`src/design/atdr_pkg.sv`:
```
// ============================================================================
// Alarm table package
// Shared constants, status codes, payload types and the control interface
// between the alarm table controller and datapath.
// ============================================================================
package atdr_pkg;

  localparam int TABLE_DEPTH = 16;
  localparam int KEY_BITS    = 64;
  localparam int IDX_W       = (TABLE_DEPTH > 1) ? $clog2(TABLE_DEPTH) : 1;
  localparam int CNT_W       = $clog2(TABLE_DEPTH + 1);

  localparam logic [31:0] PERIOD_RESET = 32'd86400;
  localparam logic [31:0] TIME_MAX     = 32'hFFFF_FFFF;

  localparam logic FUNC_SET  = 1'b0;
  localparam logic FUNC_TICK = 1'b1;

  localparam logic [2:0] ST_CREATED  = 3'd0;
  localparam logic [2:0] ST_UPDATED  = 3'd1;
  localparam logic [2:0] ST_DELETED  = 3'd2;
  localparam logic [2:0] ST_NOTFOUND = 3'd3;
  localparam logic [2:0] ST_FULL     = 3'd4;
  localparam logic [2:0] ST_FIRED    = 3'd5;
  localparam logic [2:0] ST_NONE     = 3'd6;

  typedef struct packed {
    logic        func;
    logic [63:0] alarm_id;
    logic [31:0] set_time;
    logic        repeat_daily;
    logic [31:0] now_time;
  } req_t;

  typedef struct packed {
    logic [2:0]  status;
    logic [63:0] fired_id;
    logic [4:0]  entries_in_use;
    logic        last;
  } rsp_t;

  typedef struct packed {
    logic [KEY_BITS-1:0] key;
    logic [31:0]         due;
    logic                repeats;
  } entry_t;

  typedef struct packed {
    logic start;
    logic rd;
    logic ev;
    logic fin;
  } cmd_t;

  typedef struct packed {
    logic count_zero;
    logic stall;
    logic scan_end;
    logic slot_free;
  } sts_t;

endpackage

```
`src/design/alarm_table_with_daily_repeat_core.sv`:
```
// ============================================================================
// Alarm table with daily repeat
// Compacted table of alarms with set, delete and tick handling.
// ============================================================================
// Request beats arrive on req_valid/req_ready and carry a set or a tick.
// Each request yields one or more response beats on rsp_valid/rsp_ready;
// the final beat of a request has last set. A set answers with one beat.
// A tick answers with one beat per fired alarm, or one "none due" beat.
// One request is handled at a time. For each valid entry the entry memory
// is read in one step and the entry evaluated in the next; a final step
// then closes the request. The final beat enters the output register at
// the same edge at which the block becomes ready again.
// A stalled receiver holds the scan when a further alarm fires, and holds
// the final step until the output register is free.
// The user must write the repeat period through cfg_wen/cfg_wdata only while
// idle; the block does not enforce this. Synchronous reset empties the
// table, restores the period to 86400 and drops any pending response beat.
// ============================================================================
module alarm_table_with_daily_repeat_core (
  input  logic           clk,
  input  logic           rst,
  input  logic           req_valid,
  output logic           req_ready,
  input  atdr_pkg::req_t req,
  output logic           rsp_valid,
  input  logic           rsp_ready,
  output atdr_pkg::rsp_t rsp,
  input  logic           cfg_wen,
  input  logic [31:0]    cfg_wdata
);
  import atdr_pkg::*;

  cmd_t cmd;
  sts_t sts;

  atdr_ctrl u_ctrl (
    .clk       (clk),
    .rst       (rst),
    .req_valid (req_valid),
    .req_ready (req_ready),
    .sts       (sts),
    .cmd       (cmd)
  );

  atdr_dp u_dp (
    .clk       (clk),
    .rst       (rst),
    .req       (req),
    .cfg_wen   (cfg_wen),
    .cfg_wdata (cfg_wdata),
    .cmd       (cmd),
    .sts       (sts),
    .rsp       (rsp),
    .rsp_valid (rsp_valid),
    .rsp_ready (rsp_ready)
  );

endmodule

```
`src/design/atdr_ctrl.sv`:
```
// ============================================================================
// Alarm table controller
// Sequences one item at a time: a read and an evaluate step per table entry,
// then a final step that delivers the closing result beat.
// ============================================================================
module atdr_ctrl (
  input  logic           clk,
  input  logic           rst,
  input  logic           req_valid,
  output logic           req_ready,
  input  atdr_pkg::sts_t sts,
  output atdr_pkg::cmd_t cmd
);
  import atdr_pkg::*;

  localparam logic [1:0] S_IDLE = 2'd0;
  localparam logic [1:0] S_RD   = 2'd1;
  localparam logic [1:0] S_EV   = 2'd2;
  localparam logic [1:0] S_FIN  = 2'd3;

  logic [1:0] state;
  logic [1:0] state_next;

  always_comb begin
    state_next = state;
    cmd        = '0;
    req_ready  = 1'b0;
    unique case (state)
      S_IDLE: begin
        req_ready = 1'b1;
        if (req_valid) begin
          cmd.start  = 1'b1;
          state_next = sts.count_zero ? S_FIN : S_RD;
        end
      end
      S_RD: begin
        cmd.rd     = 1'b1;
        state_next = S_EV;
      end
      S_EV: begin
        if (!sts.stall) begin
          cmd.ev     = 1'b1;
          state_next = sts.scan_end ? S_FIN : S_RD;
        end
      end
      S_FIN: begin
        if (sts.slot_free) begin
          cmd.fin    = 1'b1;
          state_next = S_IDLE;
        end
      end
      default: state_next = S_IDLE;
    endcase
  end

  always_ff @(posedge clk) begin
    if (rst) begin
      state <= S_IDLE;
    end else begin
      state <= state_next;
    end
  end

endmodule

```
`src/design/atdr_dp.sv`:
```
// ============================================================================
// Alarm table datapath
// Entry memory, compacting scan pointers, held fired result, output register
// and the repeat period register.
// ============================================================================
module atdr_dp (
  input  logic           clk,
  input  logic           rst,
  input  atdr_pkg::req_t req,
  input  logic           cfg_wen,
  input  logic [31:0]    cfg_wdata,
  input  atdr_pkg::cmd_t cmd,
  output atdr_pkg::sts_t sts,
  output atdr_pkg::rsp_t rsp,
  output logic           rsp_valid,
  input  logic           rsp_ready
);
  import atdr_pkg::*;

  entry_t mem [TABLE_DEPTH];
  entry_t rdata;

  req_t             item;
  logic [31:0]      period;
  logic [CNT_W-1:0] count;
  logic [CNT_W-1:0] n_scan;
  logic [CNT_W-1:0] rd_ptr;
  logic [CNT_W-1:0] wr_ptr;
  logic             hit;
  logic             pend_valid;
  logic [63:0]      pend_id;
  logic [CNT_W-1:0] pend_cnt;

  logic [KEY_BITS-1:0] key_in;
  logic                is_tick;
  logic                due;
  logic                match;
  logic                drop;
  logic                fire;
  logic [32:0]         sum;
  logic [31:0]         due_sat;
  entry_t              ev_entry;
  logic                slot_free;
  logic                create;
  rsp_t                fin_rsp;
  logic                mem_we;
  logic [IDX_W-1:0]    mem_waddr;
  entry_t              mem_wdata;

  assign key_in    = item.alarm_id[KEY_BITS-1:0];
  assign is_tick   = (item.func == FUNC_TICK);
  assign due       = (item.now_time >= rdata.due);
  assign match     = (rdata.key == key_in);
  assign fire      = is_tick && due;
  assign sum       = {1'b0, rdata.due} + {1'b0, period};
  assign due_sat   = sum[32] ? TIME_MAX : sum[31:0];
  assign slot_free = !rsp_valid || rsp_ready;

  always_comb begin
    ev_entry = rdata;
    if (is_tick) begin
      drop = due && !rdata.repeats;
      if (due) begin
        ev_entry.due = due_sat;
      end
    end else begin
      drop = match && (item.set_time == 32'd0);
      if (match) begin
        ev_entry.due     = item.set_time;
        ev_entry.repeats = item.repeat_daily;
      end
    end
  end

  assign sts.count_zero = (count == '0);
  assign sts.stall      = fire && pend_valid && !slot_free;
  assign sts.scan_end   = ((rd_ptr + 1'b1) == n_scan);
  assign sts.slot_free  = slot_free;

  always_comb begin
    create  = 1'b0;
    fin_rsp = '0;
    fin_rsp.last           = 1'b1;
    fin_rsp.entries_in_use = 5'(count);
    if (is_tick) begin
      if (pend_valid) begin
        fin_rsp.status         = ST_FIRED;
        fin_rsp.fired_id       = pend_id;
        fin_rsp.entries_in_use = 5'(pend_cnt);
      end else begin
        fin_rsp.status = ST_NONE;
      end
    end else if (hit) begin
      fin_rsp.status = (item.set_time != 32'd0) ? ST_UPDATED : ST_DELETED;
    end else if (item.set_time != 32'd0) begin
      if (count < CNT_W'(TABLE_DEPTH)) begin
        create                 = 1'b1;
        fin_rsp.status         = ST_CREATED;
        fin_rsp.entries_in_use = 5'(count + 1'b1);
      end else begin
        fin_rsp.status = ST_FULL;
      end
    end else begin
      fin_rsp.status = ST_NOTFOUND;
    end
  end

  always_comb begin
    mem_we    = 1'b0;
    mem_waddr = wr_ptr[IDX_W-1:0];
    mem_wdata = ev_entry;
    if (cmd.ev && !drop) begin
      mem_we = 1'b1;
    end else if (cmd.fin && create) begin
      mem_we            = 1'b1;
      mem_waddr         = count[IDX_W-1:0];
      mem_wdata.key     = key_in;
      mem_wdata.due     = item.set_time;
      mem_wdata.repeats = item.repeat_daily;
    end
  end

  always_ff @(posedge clk) begin
    if (mem_we) begin
      mem[mem_waddr] <= mem_wdata;
    end
    if (cmd.rd) begin
      rdata <= mem[rd_ptr[IDX_W-1:0]];
    end
  end

  always_ff @(posedge clk) begin
    if (cmd.start) begin
      item   <= req;
      n_scan <= count;
      rd_ptr <= '0;
      wr_ptr <= '0;
      hit    <= 1'b0;
    end
    if (cmd.ev) begin
      rd_ptr <= rd_ptr + 1'b1;
      if (!drop) begin
        wr_ptr <= wr_ptr + 1'b1;
      end
      if (!is_tick && match) begin
        hit <= 1'b1;
      end
      if (fire) begin
        pend_id  <= 64'(rdata.key);
        pend_cnt <= drop ? count - 1'b1 : count;
      end
    end
    if (cmd.ev && fire && pend_valid) begin
      rsp.status         <= ST_FIRED;
      rsp.fired_id       <= pend_id;
      rsp.entries_in_use <= 5'(pend_cnt);
      rsp.last           <= 1'b0;
    end else if (cmd.fin) begin
      rsp <= fin_rsp;
    end
  end

  always_ff @(posedge clk) begin
    if (rst) begin
      count      <= '0;
      period     <= PERIOD_RESET;
      pend_valid <= 1'b0;
      rsp_valid  <= 1'b0;
    end else begin
      if (cfg_wen) begin
        period <= cfg_wdata;
      end
      if (cmd.ev && drop) begin
        count <= count - 1'b1;
      end else if (cmd.fin && create) begin
        count <= count + 1'b1;
      end
      if (cmd.start) begin
        pend_valid <= 1'b0;
      end else if (cmd.ev && fire) begin
        pend_valid <= 1'b1;
      end
      if ((cmd.ev && fire && pend_valid) || cmd.fin) begin
        rsp_valid <= 1'b1;
      end else if (rsp_ready) begin
        rsp_valid <= 1'b0;
      end
    end
  end

endmodule
```
`config.mk`:
```
export PLATFORM = sky130hd
export DESIGN_NAME = alarm_table_with_daily_repeat_core
export DESIGN_NICKNAME = d
export VERILOG_FILES = /design/src/design/atdr_pkg.sv /design/src/design/alarm_table_with_daily_repeat_core.sv /design/src/design/atdr_ctrl.sv /design/src/design/atdr_dp.sv
export SDC_FILE = /design/constraint.sdc
export NUM_CORES = 2
export LEC_CHECK = 0
export BUFFER_PORTS_ARGS = -buffer_cell sky130_fd_sc_hd__buf_2
export CORE_MARGIN = 2
export CORE_UTILIZATION = 58
export CTS_BUF_LIST = sky130_fd_sc_hd__clkbuf_4 sky130_fd_sc_hd__clkbuf_8
export DETAILED_ROUTE_END_ITERATION = 7
export HOLD_SLACK_MARGIN = 0.06
export PLACE_DENSITY = 0.75
export SYNTH_ARGS = -nofsm -noshare
export SYNTH_HDL_FRONTEND = slang
export SYNTH_SLANG_ARGS = --single-unit
export TNS_END_PERCENT = 10
```
`constraint.sdc`:
```
create_clock -name clk -period 7.7 [get_ports clk]
set_input_delay 1.54 -clock clk [delete_from_list [all_inputs] [get_ports clk]]
set_output_delay 1.54 -clock clk [all_outputs]
set_load 0.01 [all_outputs]
```
; ---- Word level (Yosys, flattened, before mapping)
; Memories as Yosys holds them, arrays and structs flattened. A register that Yosys moved wholly into a read port is not among the register bits.
; Cells that the tools add are included.
[classes]
add_sub_neg = 5
mul = 0
n_div = 0
n_lt_le_gt_ge = 2
n_eq_ne = 8
n_shift = 0
muxes = 59
bitwise_logic = 0
n_reduce_logical = 29
[ops]
columns = cell, count
row1 = $mux W97, 2
row2 = $mux W70, 2
row3 = $mux W32, 3
row4 = $mux W69, 1
row5 = $eq A64 B64 Y1, 1
row6 = $mux W64, 1
row7 = $mux W5, 12
row8 = $add A32 B32 Y33, 1
row9 = $mux W33, 1
row10 = $ge A32 B32 Y1, 1
row11 = $logic_not A32 Y1, 1
row12 = $reduce_bool A32 Y1, 1
row13 = $mux W1, 23
row14 = $add A5 B1 Y5 const B, 3
row15 = $mux W2, 7
row16 = $mux W3, 4
row17 = $logic_and A1 B1 Y1, 11
row18 = $mux W4, 2
row19 = $pmux W2 S4, 1
row20 = $reduce_bool A2 Y1, 4
row21 = $eq A5 B5 Y1, 1
row22 = $logic_not A1 Y1, 5
row23 = $logic_not A5 Y1, 1
row24 = $lt A5 B5 Y1 const B, 1
row25 = 10 further kinds, 13
[totals]
reg_bits = 329
latchBits = 0
ramBits = 1552
romBits = 0
input_bits = 167
out_inout_bits = 75
memories = 1
[mem_list]
columns = name, words, word_bits, read_ports, rd_clocked_by_memory_dff, wr, line
row1 = u_dp.mem, 16, 97, 1, 1, 1, atdr_dp.sv:20  ; entry_t mem [TABLE_DEPTH];

; ---- Depth between registers and ports, before layout
[depth]
depth_word = 10
mapped_depth = 13
ltp_nobuf = 12

; ---- Cells and area by module
; From an unflattened synthesis, not the netlist that was laid out.
[hier_totals]
cells_unflattened = 3603
hier_area_um2 = 77297.9
[by_module_without_submodules]
columns = module, n_inst, cells_each, area_per_inst_um2, seq_area_each_um2
row1 = atdr_dp, 1, 3586, 77154.0, 58826.4
row2 = atdr_ctrl, 1, 17, 143.9, 40.0

; ---- Worst setup path before layout
; OpenSTA, ideal clock, no wires.
[synth_path]
path_kind = input port to flip-flop
from = input rsp_ready
to = memory u_dp.mem[0][0] (netlist bit), enable pin
t_arrival_ns = 6.879
t_required_ns = 7.147
setup_slack_ns = 0.268
path_stages = 9
path_buffers = 1
cell_sequence = nand2b_1 > clkbuf_1 > nand3_1 > nor3_1 > nand2_1 > or3_1 > o31ai_1 > nand2_1 > nor2_1
[synth_via]
elab_chain_cells = 9
word_cells_on_any_way = 15
[synth_lines]
columns = element, line
row1 = from (decl), alarm_table_with_daily_repeat_core.sv:26  ; input logic rsp_ready,
row2 = $logic_or A1 B1 Y1 (*), atdr_dp.sv:57  ; assign slot_free = !rsp_valid || rsp_ready;
row3 = $logic_not A1 Y1, atdr_dp.sv:76  ; assign sts.stall = fire && pend_valid && !slot_free;
row4 = $logic_and A1 B1 Y1, atdr_dp.sv:76
row5 = $mux W1, atdr_ctrl.sv:41  ; if (!sts.stall) begin
row6 = $mux W1, atdr_ctrl.sv:28  ; unique case (state)
row7 = $logic_and A1 B1 Y1, atdr_dp.sv:112  ; if (cmd.ev && !drop) begin
row8 = $mux W1, atdr_dp.sv:112
row9 = $mux W1, atdr_dp.sv:124  ; if (mem_we) begin
row10 = $mux W1 (implied by the code), atdr_dp.sv:125  ; mem[mem_waddr] <= mem_wdata;
row11 = to (decl), atdr_dp.sv:20
; Mark *: on every way between the ends. The rest lies on a longest branch, timed or not.

; ---- Worst setup path after layout
[layout_path]
from = register, netlist name u_dp.ev_entry[63]
to = memory u_dp.mem[0][61] (netlist bit), enable pin
[layout_via]
elab_chain_cells = 8
word_cells_on_any_way = 9
[layout_lines]
columns = element, line
row1 = $eq A64 B64 Y1 (*), atdr_dp.sv:53  ; assign match = (rdata.key == key_in);
row2 = $logic_and A1 B1 Y1 (*), atdr_dp.sv:67  ; drop = match && (item.set_time == 32'd0);
row3 = $mux W1 (*), atdr_dp.sv:61  ; if (is_tick) begin
row4 = $logic_not A1 Y1 (*), atdr_dp.sv:112
row5 = $logic_and A1 B1 Y1 (*), atdr_dp.sv:112
row6 = $mux W1, atdr_dp.sv:112
row7 = $mux W1, atdr_dp.sv:124
row8 = $mux W1 (implied by the code), atdr_dp.sv:125
; Marks and branches as above.

==> qor.txt <==
I/O pins: 242
Outcome: finished, final reports clean
Dominant cell type by area after synthesis: edfxtp_1
Max frequency: 173.2 MHz
Final Power: 0.02639 W
DR iter-0 viols: 5133
Crit path max-delay cell type: nor4_1
Count of final hold-check violations: 0
First-pass GRT wire length: 258400 um
H-tree depth: 5
Dominant cells by area after synthesis: edfxtp_1, mux4_2, nand2_1
Grt ovf: 0
Global Route Usage Sum: 26.24%
DIE AREA: 136400 sq um
Setup bufs post-CTS: 0
Core Area: 133000 sq um
Startpoint class of the critical path: register
Hold Crit Class: register to register
Design Area, Final: 87160 sq um
Antenna Nets Post-Route: 0
CTS clk-pin slew, worst paths: 0.06 ns
DRT Wirelength: 177900 um
CTS tree: done
Seq/Total Area, Yosys: 76.07%
Synth Cell Area: 77380 sq um
Clock Latency Late Sink: 1.00 ns
Starting density of the core: 58.20%
Area of the multi-input gates: 17810 sq um
Synth top area share: 74.78%
WP data arrival: 6.39 ns
Critical setup path kind: register to register
Root Driver: clkbuf_8
DP HPWL: 98790 um
Vias/cell: 6.328
Minimum clock period: 5.773 ns
Max cap viols: 0
Largest net degree at the start of global routing: 142
Max VDD drop: 168.1 uV
Worst Setup End Kind: register
Fillers: 8378
Area Overhead vs Synth: 12.63%
Longest Clk Path Bufs: 4
Vias: 39260
Post-synth top flop: edfxtp_1
Final TNS setup: 0 ns
FF+latch area: 58870 sq um
WP data required: 8.31 ns
Top cells by count, synth: edfxtp_1, mux4_2, nand2_1
Syn Nets: 3986
Clk sink count: 1977
Vias in the first global route: 39410
CTS buffer count: 324
Nets: 4449
Ys Warns: 0
Max stage delay on crit path: 1.06 ns
Final worst slack: 1.927 ns
Fin util: 65.55%
DIE WIDTH: 369.3 um
Fin crit share: 74.98%
DR pass1 iterations: 6
Avg Synthesized Cell Area: 20.66 sq um
Seq cells post-synth: 1977
Die H: 369.3 um
Row count: 134
Unrepaired setup endpoints after global routing: false
Slew @ Worst Pin: 1.406 ns
Slew Viols, Final: 0
Mapped Cells: 3746
Layout cells sized above 1: 29.93%
Post-synth EDFFs: 1927
Post-route DRC: 0
Hold-fix buffers, CTS: 0
PortBufs: 241
Most frequent cell after synthesis: edfxtp_1
Placement Cell Area: 80990 sq um
Drt wl/cell: 28.68 um
Final setup viols: 0
Worst-path cell chain: xor2_1, nor4_1, nand4_1, nor4_4, a32o_1, or2_2, a2bb2oi_2, nor2_4, buf_4
Slew HR: 5.873%
Crit-path max FO: 43
Worst slack, placed: 1.130 ns
Max Clock Skew: 0.08317 ns
Leak Pwr: 28.86 nW
Ys async rst share: 0%
RePlAce Congestion: 0.8624
Unique cell type count in the Yosys netlist: 68
Power density over cell area: 302.7 nW/um^2
Number of gates resized after cts: 0
Initial antenna violation count: 7
-- report_power, final --
part           leakage (nW)  switching, W  total (W)  internal, W
registers              18.0      0.000323     0.0133       0.0130
logic                  7.63       0.00250    0.00428      0.00178
clock network          3.27       0.00395    0.00882      0.00487
-- critical path: cells and delay by family (launching register included) --
kind	cells	cell delay (ns)
and+or+nand+nor	5	2.85
AOI/OAI and AO/OA	2	1.34
buffers and inverters	1	0.51
DFF	1	0.44
xor gates and xnor gates	1	0.19
-- layout make-up --
type	count	share of cell area, %
Sequential cell	1977	67.54
Multi-Input combinational cell	1540	20.43
Clock buffer	430	6.101
Tap cell	1768	2.538
Timing Repair Buffer	317	2.196
Clock inverter	120	0.9647
Inverter	49	0.2196
Antenna cell	3	0.008613
-- layer usage --
metal,GRT usage (%),wire length (um),vias to the layer above
met1,37.07,69790,20190
li1,-,-,16380
met2,40.51,84670,2349
met3,6.023,17440,343
met4,9.976,5986,4
met5,0,22,-
-- state kept, by name, indices dropped and copies added (netlist names) --
register / flops
u_dp.mem: 1552
u_dp.rsp: 73
u_dp.item: 65
u_dp.ev_entry: 64
u_dp.key_in: 64
u_dp.pend_id: 64
u_dp.rdata: 33
u_dp.period: 32
u_dp.count: 5
u_dp.n_scan: 5
u_dp.pend_cnt: 5
u_dp.rd_ptr: 5
u_dp.wr_ptr: 4
u_ctrl.state: 2
u_dp.hit: 1
u_dp.is_tick: 1
u_dp.pend_valid: 1
u_dp.rsp_valid: 1
-- cell usage in the layout, fill, tap and decap left out, types with 47 or more instances in the layout --
cell type     n
ha_1         72
clkbuf_4     96
xor2_1       78
and2_1       66
buf_4        65
inv_1        47
edfxtp_1   1927
nand2_1     286
buf_2       241
dfxtp_1      50
clkinv_1     63
a21oi_1      56
mux4_2      485
clkbuf_8    334
nor2_1       71
-- cell families (layout without fill, tap and decap cells) --
family,after synthesis,in the layout,share of synthesized area [%]
buffers and inverters,229,916,1.124
and+or+nand+nor,568,568,3.375
AOI/OAI and AO/OA,276,276,2.506
adders and majority gates,73,73,1.190
xor gates and xnor gates,106,106,1.200
muxes,517,517,14.53
DFF,1977,1977,76.07
other,0,3,0
-- path summary, 6_finish.rpt --
path | from | to | slack (ns) | cells after the start
min | u_dp.rsp[0] | u_dp.rsp[0] | 0.46 | 2
min reg2reg | u_dp.rsp[0] | u_dp.rsp[0] | 0.46 | 2
max | u_dp.ev_entry[63] | u_dp.mem[0][61] | 1.93 | 9
max reg2reg | u_dp.ev_entry[63] | u_dp.mem[0][61] | 1.93 | 9
-- through the flow --
| step | cells | hold slack (ns) |
|---|---|---|
| global route | 6203 | 0.5009 |
| global placement | 5650 | 0.4421 |
| floorplan | 3746 | 0.4064 |
| finish | 6204 | 0.4641 |
| CTS | 6201 | 0.4659 |
| detailed placement | 5651 | 0.4494 |
Power figures use the tool's default switching activity.
